<file path="config.mk">
export PLATFORM = sky130hd
export DESIGN_NAME = radix_digit_converter
export DESIGN_NICKNAME = d
export VERILOG_FILES = /design/src/design/rdc_pkg.sv /design/src/design/rdc_div.sv /design/src/design/radix_digit_converter.sv
export SDC_FILE = /design/constraint.sdc
export NUM_CORES = 1
export LEC_CHECK = 0
export CORE_ASPECT_RATIO = 1.4
export CORE_MARGIN = 1
export CORE_UTILIZATION = 30
export CTS_BUF_LIST = sky130_fd_sc_hd__clkbuf_4
export CTS_CLUSTER_DIAMETER = 30
export DETAILED_ROUTE_END_ITERATION = 8
export DONT_BUFFER_PORTS = 1
export PLACE_DENSITY = 0.45
export REMOVE_ABC_BUFFERS = 1
export SYNTH_ARGS = -nofsm -noshare
export SYNTH_HDL_FRONTEND = slang
export SYNTH_HIERARCHICAL = 1
export SYNTH_SLANG_ARGS = --single-unit
</file>
<file path="constraint.sdc">
create_clock -name clk -period 3.15 [get_ports clk]
set_clock_uncertainty 0.15 [all_clocks]
set_input_delay 0.315 -clock clk [delete_from_list [all_inputs] [get_ports clk]]
set_output_delay 0.315 -clock clk [all_outputs]
set_load 0.01 [all_outputs]
</file>
<file path="src/design/rdc_pkg.sv">
// Shared types and constants for the radix digit converter.
`default_nettype none

package rdc_pkg;

  localparam int VALUE_W = 32;
  localparam int RADIX_W = 16;
  localparam int DIGIT_W = 16;
  localparam int MAG_W   = VALUE_W - 1;
  localparam int CNT_W   = $clog2(MAG_W);

  typedef struct packed {
    logic signed [VALUE_W-1:0] value;
    logic        [RADIX_W-1:0] radix;
  } rdc_in_t;

  typedef struct packed {
    logic [DIGIT_W-1:0] digit;
    logic               last;
    logic               bad_radix;
  } rdc_out_t;

  typedef struct packed {
    logic [MAG_W-1:0]   quo;
    logic [RADIX_W-1:0] rem;
  } rdc_div_res_t;

endpackage

`default_nettype wire

</file>
<file path="src/design/rdc_div.sv">
// Iterative restoring divider, one quotient bit per cycle.
`default_nettype none

module rdc_div (
  input  wire logic                      clk,
  input  wire logic                      rst_n,
  input  wire logic                      start,
  input  wire logic [rdc_pkg::MAG_W-1:0]   dividend,
  input  wire logic [rdc_pkg::RADIX_W-1:0] divisor,
  output logic                           done,
  output rdc_pkg::rdc_div_res_t          res
);
  import rdc_pkg::*;

  logic [MAG_W-1:0]   quo_r, quo_nxt;
  logic [RADIX_W-1:0] rem_r, rem_nxt;
  logic [RADIX_W-1:0] div_r;
  logic [CNT_W-1:0]   cnt_r;
  logic               busy_r;
  logic               done_r;
  logic [RADIX_W:0]   rem_sh;
  logic [RADIX_W:0]   rem_sub;
  logic               ge;

  always_comb begin
    rem_sh  = {rem_r, quo_r[MAG_W-1]};
    ge      = rem_sh >= {1'b0, div_r};
    rem_sub = rem_sh - {1'b0, div_r};
    // partial remainder stays below the divisor, so it fits RADIX_W bits
    rem_nxt = ge ? rem_sub[RADIX_W-1:0] : rem_sh[RADIX_W-1:0];
    quo_nxt = {quo_r[MAG_W-2:0], ge};
  end

  always_ff @(posedge clk) begin
    if (!rst_n) begin
      busy_r <= 1'b0;
      done_r <= 1'b0;
      cnt_r  <= '0;
    end else begin
      done_r <= 1'b0;
      if (start) begin
        busy_r <= 1'b1;
        cnt_r  <= '0;
      end else if (busy_r) begin
        cnt_r <= cnt_r + 1'b1;
        if (cnt_r == CNT_W'(MAG_W - 1)) begin
          busy_r <= 1'b0;
          done_r <= 1'b1;
        end
      end
    end
  end

  always_ff @(posedge clk) begin
    if (start) begin
      quo_r <= dividend;
      rem_r <= '0;
      div_r <= divisor;
    end else if (busy_r) begin
      quo_r <= quo_nxt;
      rem_r <= rem_nxt;
    end
  end

  assign done    = done_r;
  assign res.quo = quo_r;
  assign res.rem = rem_r;

endmodule

`default_nettype wire

</file>
<file path="src/design/radix_digit_converter.sv">
// Radix digit converter top level: sequencer, held state and output register.
// Each digit word is one run of the shared divider, started when the input word is taken
// or when a non-final digit word is taken; a full conversion gives up to 31 digits.
// The shared divider sets the pace of the digit words.
// Zero or negative values are taken and give nothing; a bad radix gives its error
// word in the cycle after acceptance. Reset (rst_n low, sync) idles all.
`default_nettype none

module radix_digit_converter (
  input  wire logic             clk,
  input  wire logic             rst_n,
  input  wire logic             in_valid,
  output logic                  in_stall,
  input  wire rdc_pkg::rdc_in_t in_data,
  output logic                  out_valid,
  input  wire logic             out_stall,
  output rdc_pkg::rdc_out_t     out_data
);
  import rdc_pkg::*;

  typedef enum logic [1:0] {
    ST_IDLE,
    ST_DIV,
    ST_OUT
  } state_t;

  state_t             state_r;
  logic               out_valid_r;
  rdc_out_t           out_r;
  logic [MAG_W-1:0]   quot_r;     // remaining quotient
  logic [RADIX_W-1:0] radix_r;    // radix held for this conversion

  logic               in_take;
  logic               out_take;
  logic [MAG_W-1:0]   in_mag;
  logic               in_neg;
  logic               in_none;    // value zero or negative: no words
  logic               in_bad;     // radix below two
  logic               div_start;
  logic [MAG_W-1:0]   div_dividend;
  logic [RADIX_W-1:0] div_divisor;
  logic               div_done;
  rdc_div_res_t       div_res;

  assign in_stall = (state_r != ST_IDLE);
  assign in_take  = in_valid && !in_stall;
  assign out_take = out_valid_r && !out_stall;

  assign in_neg  = in_data.value[VALUE_W-1];
  assign in_mag  = in_data.value[MAG_W-1:0];
  assign in_none = in_neg || (in_mag == '0);
  assign in_bad  = (in_data.radix < RADIX_W'(2));

  // Divider starts on a good new word, or after a non-final digit is taken.
  always_comb begin
    div_start = 1'b0;
    if (state_r == ST_IDLE) begin
      div_start = in_take && !in_none && !in_bad;
    end else if (state_r == ST_OUT) begin
      div_start = out_take && !out_r.last;
    end
    div_dividend = (state_r == ST_IDLE) ? in_mag : quot_r;
    div_divisor  = (state_r == ST_IDLE) ? in_data.radix : radix_r;
  end

  rdc_div u_div (
    .clk      (clk),
    .rst_n    (rst_n),
    .start    (div_start),
    .dividend (div_dividend),
    .divisor  (div_divisor),
    .done     (div_done),
    .res      (div_res)
  );

  always_ff @(posedge clk) begin
    if (!rst_n) begin
      state_r     <= ST_IDLE;
      out_valid_r <= 1'b0;
      out_r       <= '0;
      quot_r      <= '0;
      radix_r     <= '0;
    end else begin
      unique case (state_r)
        ST_IDLE: begin
          if (in_take && !in_none) begin
            radix_r <= in_data.radix;
            if (in_bad) begin
              // error word: digit zero, final
              out_r.digit     <= '0;
              out_r.last      <= 1'b1;
              out_r.bad_radix <= 1'b1;
              out_valid_r     <= 1'b1;
              state_r         <= ST_OUT;
            end else begin
              state_r <= ST_DIV;
            end
          end
        end
        ST_DIV: begin
          if (div_done) begin
            quot_r          <= div_res.quo;
            out_r.digit     <= DIGIT_W'(div_res.rem);
            out_r.last      <= (div_res.quo == '0);
            out_r.bad_radix <= 1'b0;
            out_valid_r     <= 1'b1;
            state_r         <= ST_OUT;
          end
        end
        ST_OUT: begin
          if (out_take) begin
            out_valid_r <= 1'b0;
            if (out_r.last) begin
              quot_r  <= '0;
              state_r <= ST_IDLE;
            end else begin
              state_r <= ST_DIV;
            end
          end
        end
        default: begin
          state_r <= ST_IDLE;
        end
      endcase
    end
  end

  assign out_valid = out_valid_r;
  assign out_data  = out_r;

endmodule

`default_nettype wire

</file>
; ---- Word-level counts from Yosys, hierarchy flattened
; Index checks and enable logic that the tools add are counted.
[totals]
reg_bits = 138
latch_bits = 0
ramBits = 0
mem_bits_ro = 0
inputBits = 52
output_inout_bits = 20
wordCells = 83
memories = 0
[classes]
add_sub_neg = 2
mul = 0
n_div = 0
order_cmp = 2
eq_ne = 8
shifts = 0
n_mux = 30
bitwise = 2
reduce_logical = 26
[op_table]
columns = operator, count
row1 = 31-bit two-way mux, 6
row2 = 31-bit zero test, 2
row3 = 31-bit one-hot mux with 2 select lines, 1
row4 = 18-bit two-way mux, 3
row5 = 18-bit one-hot mux with 2 select lines, 1
row6 = 16-bit two-way mux, 2
row7 = 17-bit by 16-bit greater-or-equal comparator with 1-bit output, 1
row8 = "16-bit by 2-bit less-than comparator with 1-bit output, second input constant", 1
row9 = 16-bit subtractor, 1
row10 = 1-bit two-way mux, 11
row11 = 2-bit two-way mux, 4
row12 = "2-bit inequality test, second input constant", 4
row13 = 4-bit AND reduction, 2
row14 = 2-bit nonzero test, 4
row15 = 2-bit one-hot mux with 3 select lines, 1
row16 = "5-bit by 1-bit adder with 5-bit output, second input constant", 1
row17 = "5-bit equality test, second input constant", 1
row18 = 1-bit logical AND, 5
row19 = 1-bit zero test, 5
row20 = 5-bit AND reduction, 1
row21 = 1-bit one-hot mux with 3 select lines, 1
row22 = 3-bit AND reduction, 1
row23 = 3-bit nonzero test, 1
row24 = 3-bit OR reduction, 1
row25 = other kinds (8), 9

; ---- Depth between registers and ports, before layout
; Gate-level depths: netlist of the first run.
[logic_depth]
ltp_word = 7
mapped_depth = 11
depth_no_buf = 9

; ---- By module
; Netlist of the first run, hierarchy kept.
[by_module_without_submodules]
columns = mod, n_inst, cells_per_inst, area_each_um2, seq_area_each_um2
row1 = rdc_div, 1, 342, 3794.9, 1871.8
row2 = radix_digit_converter, 1, 356, 3311.9, 1361.3

; ---- Least setup slack after synthesis of the first run
; Ideal clock, no wire load.
[synth_timing]
path_kind = input-to-reg
startpoint = in in_valid
endpoint = reg u_div.quo_r[0], enable pin
setup_time_ns = 0.388
t_arrival_ns = 2.774
t_required_ns = 2.612
slack_ns = -0.163
cell_stages = 6
n_path_buf = 1
path_cell_list = nor2b_1 > o211ai_1 > a21oi_1 > inv_1 > clkbuf_1 > nand2_1
[synth_via]
elab_chain_len = 5
[synth_lines]
columns = item, line
row1 = start: declaration, radix_digit_converter.sv:12  ; input wire logic in_valid,
row2 = 1-bit logical AND, radix_digit_converter.sv:46  ; assign in_take = in_valid && !in_stall;
row3 = 1-bit logical AND (2 in series), radix_digit_converter.sv:58  ; div_start = in_take && !in_none && !in_bad;
row4 = 1-bit two-way mux, radix_digit_converter.sv:57  ; if (state_r == ST_IDLE) begin
row5 = net div_start, radix_digit_converter.sv:39  ; logic div_start;
row6 = 2-bit nonzero test (no line), -
row7 = end signal: assignment, rdc_div.sv:56  ; quo_r <= dividend;
row8 = end signal: assignment, rdc_div.sv:60  ; quo_r <= quo_nxt;
row9 = end: declaration, rdc_div.sv:15  ; logic [MAG_W-1:0] quo_r, quo_nxt;
; The timed path passes the listed nets, and every way through them passes these cells.
; A chain may end at the register's enable or synchronous reset.

; ---- Worst setup path in the final report of the first run
[layout_timing]
startpoint = in in_data[15] (netlist bit)
endpoint = reg state_r[1]
[layout_via]
elab_chain_len = 4
[layout_lines]
columns = item, line
row1 = start: declaration, radix_digit_converter.sv:14  ; input wire rdc_pkg::rdc_in_t in_data,
row2 = 16-bit by 2-bit less-than comparator with 1-bit output, radix_digit_converter.sv:52  ; assign in_bad = (in_data.radix < RADIX_W'(2));
row3 = 2-bit two-way mux, radix_digit_converter.sv:88  ; if (in_bad) begin
row4 = 2-bit two-way mux, radix_digit_converter.sv:86  ; if (in_take && !in_none) begin
row5 = 2-bit one-hot mux with 3 select lines, radix_digit_converter.sv:84  ; unique case (state_r)
row6 = end signal: assignment, radix_digit_converter.sv:78  ; state_r <= ST_IDLE;
row7 = end signal: assignment, radix_digit_converter.sv:94  ; state_r <= ST_OUT;
row8 = end signal: assignment, radix_digit_converter.sv:96  ; state_r <= ST_DIV;
row9 = end: declaration, radix_digit_converter.sv:27  ; state_t state_r;
; Every way passes these cells. The select of a mux whose other input is x is not followed.

==> run metrics, run 1 <==
worst slew pin tran=0.8729 ns; Unique masters post-synth=75; antenna-violating nets left=0; Detailed Route Iter0 Violations=approximately 350; Top FF cell, synth=dfxtp_1; Post-CTS Setup Inserts=0; status=finished, final reports clean; crit path DAT=between 3 and 4 ns; slew margin rel.=41.53%; largest net degree at the start of global routing=41; CP cell instances=dlygate4sd3_1, nor4_2, dlygate4sd3_1, and4_1, o211ai_1, dlygate4sd3_1, a21oi_1, dlygate4sd3_1; RSZ-0062 raised after global routing=false; Worst Path Required=approximately 3.5 ns; residual overflow from global routing=0; Slew Limit Fails=0; max_cap viols=0; largest family of logic cells by synthesized area=simple AND/OR/NAND/NOR gates; CTS clock-pin slew for the worst setup and hold paths=0.13 ns; Via density=5.128; Seq cells post-synth=138; register area=0.003233 mm²; slowest CP cell=dlygate4sd3_1; most frequent CP cell=dlygate4sd3_1; worst reg2reg startpoint=u_div/div_r[9]$_DFFE_PP_; first-pass GRT wire length=31.84 mm; hold_ws=0.07318 ns; nets=between 800 and 900; Final WS setup=about 0.063 ns; FP Rows=66; cells after synthesis=698; Core Box Area=about 0.023 mm²; Skew-Pair Late Insertion Delay=~0.56 ns; Post-Synth Adder-Cell Area=3.451%; Final Util=a little over a third; WL final=19.91 mm; Max FO, Critical Path=3; I/O pin count=72; number of synthesized flops with an enable pin=47; xor/xnor share of the synthesized area=1.356%; clock tree sinks=~140; WP buf/inv=4; leak pwr=3.223 nW; root buf cell=clkbuf_4; vias in the first global route=5869; crit path from=in_data[15]; Reg2Reg Setup Slack=about 0.26 ns; die area=roughly 0.024 mm²; Peak VDD IR=about 0.23 mV; CP Class=primary input to flip-flop; FILL cells=between 2000 and 2500; largest delay contributor family on the critical path=buffers and inverters; RR Endpoint=u_div/rem_r[7]$_SDFFE_PP0P_; Slowest Stage Delay on Critical Path=0.62 ns; Power per Cell Area=601.1 mW/mm²; die width=between 100 and 150 µm; final hold violations=0; Syn Std Cell Area=0.007107 mm²; fraction of registers with async set/reset=0%; worst hold path type=primary input to flip-flop; clock tree buffer depth=2; Post-Synthesis Mean Instance Area=between 10 and 15 µm²; mux share of post-synthesis cell area=between 10% and 20%; initial antenna violation count=1; worst r2r path cells=9; Tmin final=around 3.1 ns; Final period util=a little over nine tenths; Peak Freq=between 0.3 and 0.4 GHz; layout cells sized above 1=between 20 and 25%; CP endpoint=state_r[1]$_SDFFE_PN0P_; Synth Area in Simple Gates=15.81%; CP Capture Type=flip-flop; critical path startpoint category=primary input; hpwl dp=between 10 and 15 mm; final setup vio count=0; Syn-to-layout area delta=19.05%; TritonCTS Buffers=17; GRT Total Usage=about 17%; post-layout power=between 5 and 6 mW; footprint of the multi-input gates=between 0.003 and 0.004 mm²; PortBufs=0; WP depth=8; Compound-Gate Fraction of Synth Area=between 10% and 20%; RD Place Congestion=about 0.84; height of the die=approximately 180 µm; sequential share of the synthesized area=a little under half; worst slack at placement=around 0.31 ns; wire per inst=about 18 µm; H-tree lvl count=4; Ys Warns=6; placed insts=between 900 and 1000; detailed-route via count=5564; Starting Density=a little under a third; fin cells=approximately 1100; CTS tree=built; Residual DRC=0; drt pass-1 iters=5
## area by class of cell
cell class              count  share of cell area (%)
flip-flops and latches    138                   38.21
inverters                  26                   1.154
clock inverters            14                   1.937
diodes                      1                 0.02958
multi-input cells         492                   42.19
clock buffers              18                   1.597
well taps                 306                   4.525
repair buffers             90                   10.35
## worst register-to-register path: stages, from the launching register on
cell,delay [ns]
edfxtp_1,0.35
inv_1,0.05
ha_1,0.49
nand4_2,0.18
or3_4,0.41
a21oi_2,0.23
o31a_1,0.34
buf_4,0.24
o311ai_1,0.11
a311oi_1,0.27
## timing repair
action                     4_1_cts  5_1_grt
hold buffers                    71        0
gates resized for setup          0        1
hold endpoints to repair        91        0
setup endpoints to repair        0        1
## power breakdown
part           leakage [nW]  switching (mW)  internal, mW  total, mW
combinational          1.89           0.871         0.735       1.61
clock                 0.152           0.755         0.499       1.25
sequential             1.19           0.173          2.05       2.23
total                  3.22            1.80          3.29       5.09
## per-layer routing
metal	GRT usage [%]	routed length, µm
met5	0	0
met4	5.581	329
met3	4.400	995
met2	30.62	10450
met1	19.19	8125
## how the worst min path moves through the flow
| stage | cells past startpoint | end | slack [ns] | startpoint |
|---|---|---|---|---|
| after detailed placement | 2 | radix_r[14]$_SDFFE_PN0P_ | 0.30 | radix_r[14]$_SDFFE_PN0P_ |
| after global routing | 4 | state_r[0]$_SDFFE_PN0P_ | 0.07 | out_stall |
| after global placement | 2 | radix_r[10]$_SDFFE_PN0P_ | 0.29 | radix_r[10]$_SDFFE_PN0P_ |
| after floorplan | 2 | state_r[1]$_SDFFE_PN0P_ | 0.28 | rst_n |
| after CTS | 4 | state_r[0]$_SDFFE_PN0P_ | 0.05 | out_stall |
| final | 4 | state_r[0]$_SDFFE_PN0P_ | 0.07 | out_stall |
## cell families (layout without fill, tap and decap cells)
family	Yosys count	count (layout)
adder cells (fa/ha/maj)	19	19
multiplexers	95	95
AO/OA/AOI/OAI	140	140
other	0	1
AND/OR/NAND/NOR	227	227
flip-flops	138	138
XOR/XNOR	11	11
buffers and inverters	68	148
## cells in the mapped netlist, types with 5 or more instances
cell | number | area (µm²)
xor2_1 | 5 | 43.79
a21oi_1 | 18 | 90.09
nand4_1 | 6 | 37.54
nor4_1 | 13 | 81.33
a22oi_1 | 31 | 232.7
o21ai_1 | 10 | 50.05
buf_2 | 16 | 80.08
nand2_1 | 90 | 337.8
mux2i_1 | 18 | 180.2
edfxtp_1 | 47 | 1411
a21o_1 | 5 | 37.54
o21a_1 | 8 | 60.06
xnor2_1 | 6 | 52.55
o21ai_0 | 18 | 90.09
inv_1 | 24 | 90.09
ha_1 | 18 | 225.2
nor2b_1 | 6 | 37.54
dfxtp_1 | 91 | 1822
mux2_2 | 77 | 867.1
and3_1 | 5 | 31.28
clkbuf_1 | 17 | 63.81
nor2_1 | 57 | 214.0
nand3_1 | 7 | 35.03
nor3_1 | 11 | 55.05
o211ai_1 | 5 | 37.54
## sequential cells by signal, summed over array words and instances, names as in the netlist
signal        cells
out_data         18
out_valid         1
quot_r           31
radix_r          16
state_r           2
u_div/busy_r      1
u_div/cnt_r       5
u_div/div_r      16
u_div/done        1
u_div/quo_r      31
u_div/rem_r      16
## placed cells by master, fill, tap and decap left out, drive strengths merged, types with 3 or more instances in the layout
cell type,count
mux2,77
o21a,8
or4,3
clkbuf,18
a311oi,7
o211ai,6
o311ai,5
nand4,9
buf,20
clkinv,5
edfxtp,47
o21ai,28
a21oi,20
xor2,5
ha,18
nand3,7
mux2i,18
nor2b,6
o31ai,3
dfxtp,91
and3,5
nor4,19
clkinvlp,3
nor2,59
a211oi,3
nand2b,4
a22oi,31
inv,30
and2,4
dlygate4sd3,70
nor3,11
xnor2,6
a21o,5
nand2,93
## per-stage QoR
step,setup TNS [ns],instance area [µm²]
4_1_cts,0,8452
3_3_place_gp,0,7432
5_1_grt,0,8461
2_1_floorplan,-186.90,6878
6_report,0,8461
3_5_place_dp,0,7432
Power figures use the tool's default switching activity.
==> run 2, diff against run 1 <==
--- a/config.mk
+++ b/config.mk
@@ -13,7 +13,10 @@
 export DETAILED_ROUTE_END_ITERATION = 8
 export DONT_BUFFER_PORTS = 1
 export PLACE_DENSITY = 0.45
+export RECOVER_POWER = 50
 export REMOVE_ABC_BUFFERS = 1
+export SETUP_SLACK_MARGIN = 0.15
+export SKIP_LAST_GASP = 1
 export SYNTH_ARGS = -nofsm -noshare
 export SYNTH_HDL_FRONTEND = slang
 export SYNTH_HIERARCHICAL = 1
==> run 2 against run 1 <==
  * Critical path type unchanged
  * Final area did not move
  * Via count rose by 0.41%
  * Largest cell class unchanged
  * Global-route usage barely moved
  * Die area did not move
  * Critical path depth fell by 1
  * First-iteration DRC count rose by 1.7%
  * Routed wire length rose by 0.25%
  * Cell count rose by 0.37%
==> run metrics, run 2 (same netlist as run 1, synthesis figures left out) <==
status=finished, final reports clean; RR Endpoint=u_div/rem_r[7]$_SDFFE_PP0P_; TritonCTS Buffers=17 (unchanged); register area=0.003233 mm² (unchanged); Slew Limit Fails=0 (unchanged); H-tree lvl count=4 (unchanged); clock tree buffer depth=2 (unchanged); Power per Cell Area=601.9 mW/mm² (+0.13%); largest net degree at the start of global routing=41 (unchanged); most frequent cells in the layout=dfxtp_1 (91), nand2_1 (90), mux2_2 (75); Core Box Area=0.02320 mm² (unchanged); final instance area=0.008461 mm² (unchanged); placed insts=981 (unchanged); Peak VDD IR=0.2252 mV (about the same); die width=132.1 µm (unchanged); Peak Freq=0.3421 GHz (+5.6%); Worst Hold Depth=4 (unchanged); Reg2Reg Setup Slack=0.31 ns (+0.05 ns); residual overflow from global routing=0 (unchanged); initial antenna violation count=1 (unchanged); WL final=19.95 mm (+0.25%); worst r2r path cells=8 (-1); I/O pin count=72 (unchanged); Final period util=92.79% (-5.2 points); leak pwr=3.223 nW (about the same); critical path startpoint category=primary input; CTS tree=built; CTS clock-pin slew for the worst setup and hold paths=0.13 ns (about the same); detailed-route via count=5587 (+0.41%); first-pass GRT wire length=31.88 mm (+0.13%); dpl cell area=0.007432 mm² (unchanged); crit path DAT=3.19 ns (-0.24 ns); slew margin rel.=41.60% (+0.072 points); clock tree sinks=138 (unchanged); final hold violations=0 (unchanged); Tmin final=2.923 ns (-0.1646 ns); wire per inst=18.32 µm (-0.12%); GRT Total Usage=16.94% (+0.024 points); FILL cells=2355 (+0.34%); RSZ-0062 raised after global routing=true; nets=840 (+0.48%); Via density=5.130 (about the same); footprint of the multi-input gates=0.003558 mm² (-0.32%); hpwl dp=13.45 mm (unchanged); Final WS setup=0.2271 ns (+0.1646 ns); Residual DRC=0 (unchanged); hold_sp=out_stall; die area=0.02432 mm² (unchanged); FP Rows=66 (unchanged); final setup vio count=0 (unchanged); worst hold path type=primary input to flip-flop; fin cells=1089 (+0.37%); height of the die=184.1 µm (unchanged); max_cap viols=0 (unchanged); worst reg2reg startpoint=u_div/rem_r[6]$_SDFFE_PP0P_; CP Capture Type=flip-flop; PortBufs=0 (unchanged); root buf cell=clkbuf_4; RD Place Congestion=0.8352 (unchanged); Worst Path Required=3.41 ns (-0.08 ns); hold_ws=0.06445 ns (-0.008735 ns); worst slew pin tran=0.8718 ns (-0.001072 ns); Final Util=36.46% (unchanged); Skew-Pair Late Insertion Delay=0.56 ns (about the same); Detailed Route Iter0 Violations=354 (+1.7%); vias in the first global route=5876 (+0.12%); Max FO, Critical Path=17 (+14); hold path endpoint=state_r[0]$_SDFFE_PN0P_; drt pass-1 iters=4 (-1); antenna-violating nets left=0 (unchanged); Syn-to-layout area delta=19.05% (unchanged); CP Class=primary input to flip-flop; layout cells sized above 1=19.95% (-0.49 points); Starting Density=30.63% (unchanged); worst slack at placement=0.3129 ns (unchanged); most common cell after layout, fill and taps aside=dfxtp_1
[run 2: area by class of cell]
type / count / share of cell area, %
Clock inverter: 14 / 1.937
Timing Repair Buffer: 94 / 10.49
Sequential cell: 138 / 38.21
Clock buffer: 18 / 1.597
Inverter: 26 / 1.154
Multi-Input combinational cell: 492 / 42.06
Tap cell: 306 / 4.525
Antenna cell: 1 / 0.02958
[run 2: where the power goes]
part | leakage [nW] | switching (mW) | total [mW] | internal [mW]
clock network | 0.152 | 0.755 | 1.25 | 0.499
registers | 1.19 | 0.173 | 2.23 | 2.05
logic | 1.89 | 0.870 | 1.61 | 0.743
[run 2: per-stage QoR]
step	TNS, ns	total power [mW]
4_1_cts	0	5.131
3_3_place_gp	0	3.757
6_report	0	5.092
2_1_floorplan	-186.90	3.341
5_1_grt	0	5.407
3_5_place_dp	0	3.778
[run 2: worst max-delay path by stage]
| stage | startpoint | endpoint | slack [ns] |
|---|---|---|---|
| floorplan | in_valid | u_div/quo_r[0]$_DFFE_PP_ | -2.78 |
| global placement | u_div/div_r[1]$_DFFE_PP_ | u_div/rem_r[11]$_SDFFE_PP0P_ | 0.36 |
| detailed placement | u_div/div_r[9]$_DFFE_PP_ | u_div/rem_r[7]$_SDFFE_PP0P_ | 0.31 |
| CTS | in_data[15] | out_valid$_SDFFE_PN0P_ | 0.25 |
| global route | in_data[15] | out_data[11]$_SDFFE_PN0P_ | 0.10 |
| finish | in_data[15] | out_data[11]$_SDFFE_PN0P_ | 0.23 |
[run 2: critical path: stages]
cell and delay (ns):
dlygate4sd3_1 0.62, nor4_1 0.34, dlygate4sd3_1 0.59, and4_1 0.25, o2111a_2 0.26, clkbuf_1 0.60, o21ai_0 0.20
[run 2: layer usage]
metal,vias to the layer above,track usage (%),part of all wire (%)
met3,25,4.400,5.5
met1,2725,19.19,40
met2,128,30.71,52
met5,-,0,0
met4,0,5.581,1.9
li1,2709,-,-
[run 2: timing repair]
action,CTS,global route
hold buffers,71,0
endpoints found under the hold margin,91,0
resized for setup,0,1
buffers inserted,0,4
endpoints found under the setup margin,0,8
==> run 3, diff against run 2 <==
--- a/config.mk
+++ b/config.mk
@@ -5,7 +5,7 @@
 export SDC_FILE = /design/constraint.sdc
 export NUM_CORES = 1
 export LEC_CHECK = 0
-export CORE_ASPECT_RATIO = 1.4
+export CORE_ASPECT_RATIO = 0.7
 export CORE_MARGIN = 1
 export CORE_UTILIZATION = 30
 export CTS_BUF_LIST = sky130_fd_sc_hd__clkbuf_4
==> run 3 against run 2 <==
  * The run now ends with max-capacitance violations, max-slew violations left
  * Sequential power barely moved
  * Global-route usage is 0.52 points higher
  * Total power fell by 2.9%
  * Highest routed layer unchanged
  * Hold slack worse by 0.023 ns
  * Critical endpoint is now u_div/rem_r[14]$_SDFFE_PP0P_
==> run metrics, run 3 (same netlist as run 1, synthesis figures left out) <==
Detailed Route Iter0 Violations=409 (+16%); fin cells=1090 (+0.092%); Worst Hold Depth=3 (-1); Core Box Area=0.02296 mm² (-1.0%); final setup vio count=0 (unchanged); RSZ-0062 raised after global routing=false; Peak Freq=0.3489 GHz (+2.0%); detailed-route via count=5534 (-0.95%); failing checks=max-capacitance violations, max-slew violations; dpl cell area=0.007475 mm² (+0.57%); Power per Cell Area=591.3 mW/mm² (-1.8%); residual overflow from global routing=0 (unchanged); worst hold path type=primary input to flip-flop; most frequent cells in the layout=dfxtp_1 (91), nand2_1 (90), mux2_2 (72); Max FO, Critical Path=12 (-5); nets=835 (-0.60%); H-tree lvl count=4 (unchanged); hpwl dp=13.71 mm (+2.0%); PortBufs=0 (unchanged); RD Place Congestion=0.8384 (+0.38%); die area=0.02432 mm² (about the same); GRT Total Usage=17.46% (+0.52 points); CTS clock-pin slew for the worst setup and hold paths=0.12 ns (about the same); vias in the first global route=5354 (-8.9%); max_cap viols=1 (+1); Slowest Stage Delay on Critical Path=0.51 ns (-0.11 ns); die width=186.0 µm (+41%); CP cell instances=inv_1, ha_1, nand4_2, or3_4, a21oi_2, o31a_1, buf_4, nor3_1, a311o_1; final hold violations=0 (unchanged); Syn-to-layout area delta=17.71%; Peak VDD IR=0.2123 mV (-5.7%); worst slew pin tran=1.666 ns (+0.7944 ns); most common cell after layout, fill and taps aside=dfxtp_1; post-layout power=4.947 mW (-2.9%); Skew-Pair Late Insertion Delay=0.57 ns (about the same); worst r2r path cells=9 (+1); antenna-violating nets left=0 (unchanged); crit path DAT=3.18 ns (about the same); clock tree buffer depth=2 (unchanged); TritonCTS Buffers=17 (unchanged); Post-CTS Setup Inserts=0 (unchanged); Starting Density=30.95% (+0.32 points); slew margin rel.=-11.08% (-53 points); Via density=5.077 (-1.0%); final instance area=0.008366 mm² (-1.1%); CP Capture Type=flip-flop; initial antenna violation count=1 (unchanged); WL final=20.50 mm (+2.7%); Final period util=90.99% (-1.8 points); layout cells sized above 1=19.05% (-0.90 points); status=finished, violations left; first-pass GRT wire length=31.52 mm (-1.1%); leak pwr=3.171 nW (-1.6%); root buf cell=clkbuf_4; Slew Limit Fails=32 (+32); Tmin final=2.866 ns (-0.05671 ns); FP Rows=46 (-30%); placed insts=990 (+0.92%); slowest CP cell=ha_1; largest net degree at the start of global routing=52 (+27%); Worst Path Required=3.46 ns (+0.05 ns); clock tree sinks=138 (unchanged); CP Class=flip-flop to flip-flop; wire per inst=18.81 µm (+2.6%); CTS tree=built; height of the die=130.8 µm (-29%); drt pass-1 iters=5 (+1); Residual DRC=0 (unchanged); I/O pin count=72 (unchanged); critical path startpoint category=flip-flop
[run 3: changes by cell type in the layout (fill, tap and decap cells not counted), sizes merged]
cell         before  now
dlygate4sd3      70   66
clkinv            5    8
inv              30   27
buf              18   20
clkbuf           24   22
bufinv            2    1
[run 3: metal layers]
layer	wire, µm	vias to the layer above	GRT usage, %
li1	-	2694	-
met1	10970	2698	27.21
met2	8187	131	23.29
met3	1172	11	4.019
met4	166	0	4.966
met5	0	-	0
[run 3: timing repair]
item / CTS / global route
endpoints found under the setup margin: 0 / 1
hold buffers: 67 / 0
endpoints found under the hold margin: 75 / 0
gates resized for setup: 0 / 1
[run 3: worst max-delay path: cells and delay by family (launching register included)]
family | cells | cell delay (ns)
simple gates | 3 | 0.67
fa+ha+maj | 1 | 0.51
flops | 1 | 0.40
buf+inv | 2 | 0.28
compound gates | 3 | 0.77
[run 3: power by group]
part	leakage, nW	switching (mW)	internal [mW]
registers	1.19	0.169	2.05
clock network	0.136	0.687	0.401
logic	1.85	0.891	0.745
[run 3: final timing paths]
check | slack [ns] | from | to
setup reg to reg | 0.28 | u_div/div_r[9]$_DFFE_PP_ | u_div/rem_r[14]$_SDFFE_PP0P_
setup / recovery | 0.28 | u_div/div_r[9]$_DFFE_PP_ | u_div/rem_r[14]$_SDFFE_PP0P_
hold / removal | 0.04 | in_data[47] | state_r[1]$_SDFFE_PN0P_
hold reg to reg | 0.32 | radix_r[7]$_SDFFE_PN0P_ | radix_r[7]$_SDFFE_PN0P_
[run 3: through the flow]
stage          setup TNS, ns  worst slack (ns)  hold WS, ns  utilization, %
2_1_floorplan        -186.90            -2.783       0.2811               -
3_3_place_gp               0            0.2379       0.2915           32.55
3_5_place_dp               0            0.2301       0.2940           32.55
4_1_cts                    0            0.1928      0.01193           36.59
5_1_grt                    0            0.1451     -0.01655           36.43
6_report                   0            0.2838      0.04137           36.43
[run 3: final cells by class]
cell class	instances	area [µm²]
Inverter	26	97.59
Fill cell	2300	14600
Multi-Input combinational cell	492	3533
Antenna cell	1	2.502
Tap cell	312	390.4
Sequential cell	138	3233
Timing Repair Buffer	89	860.8
Clock inverter	13	105.1
Clock buffer	19	142.6
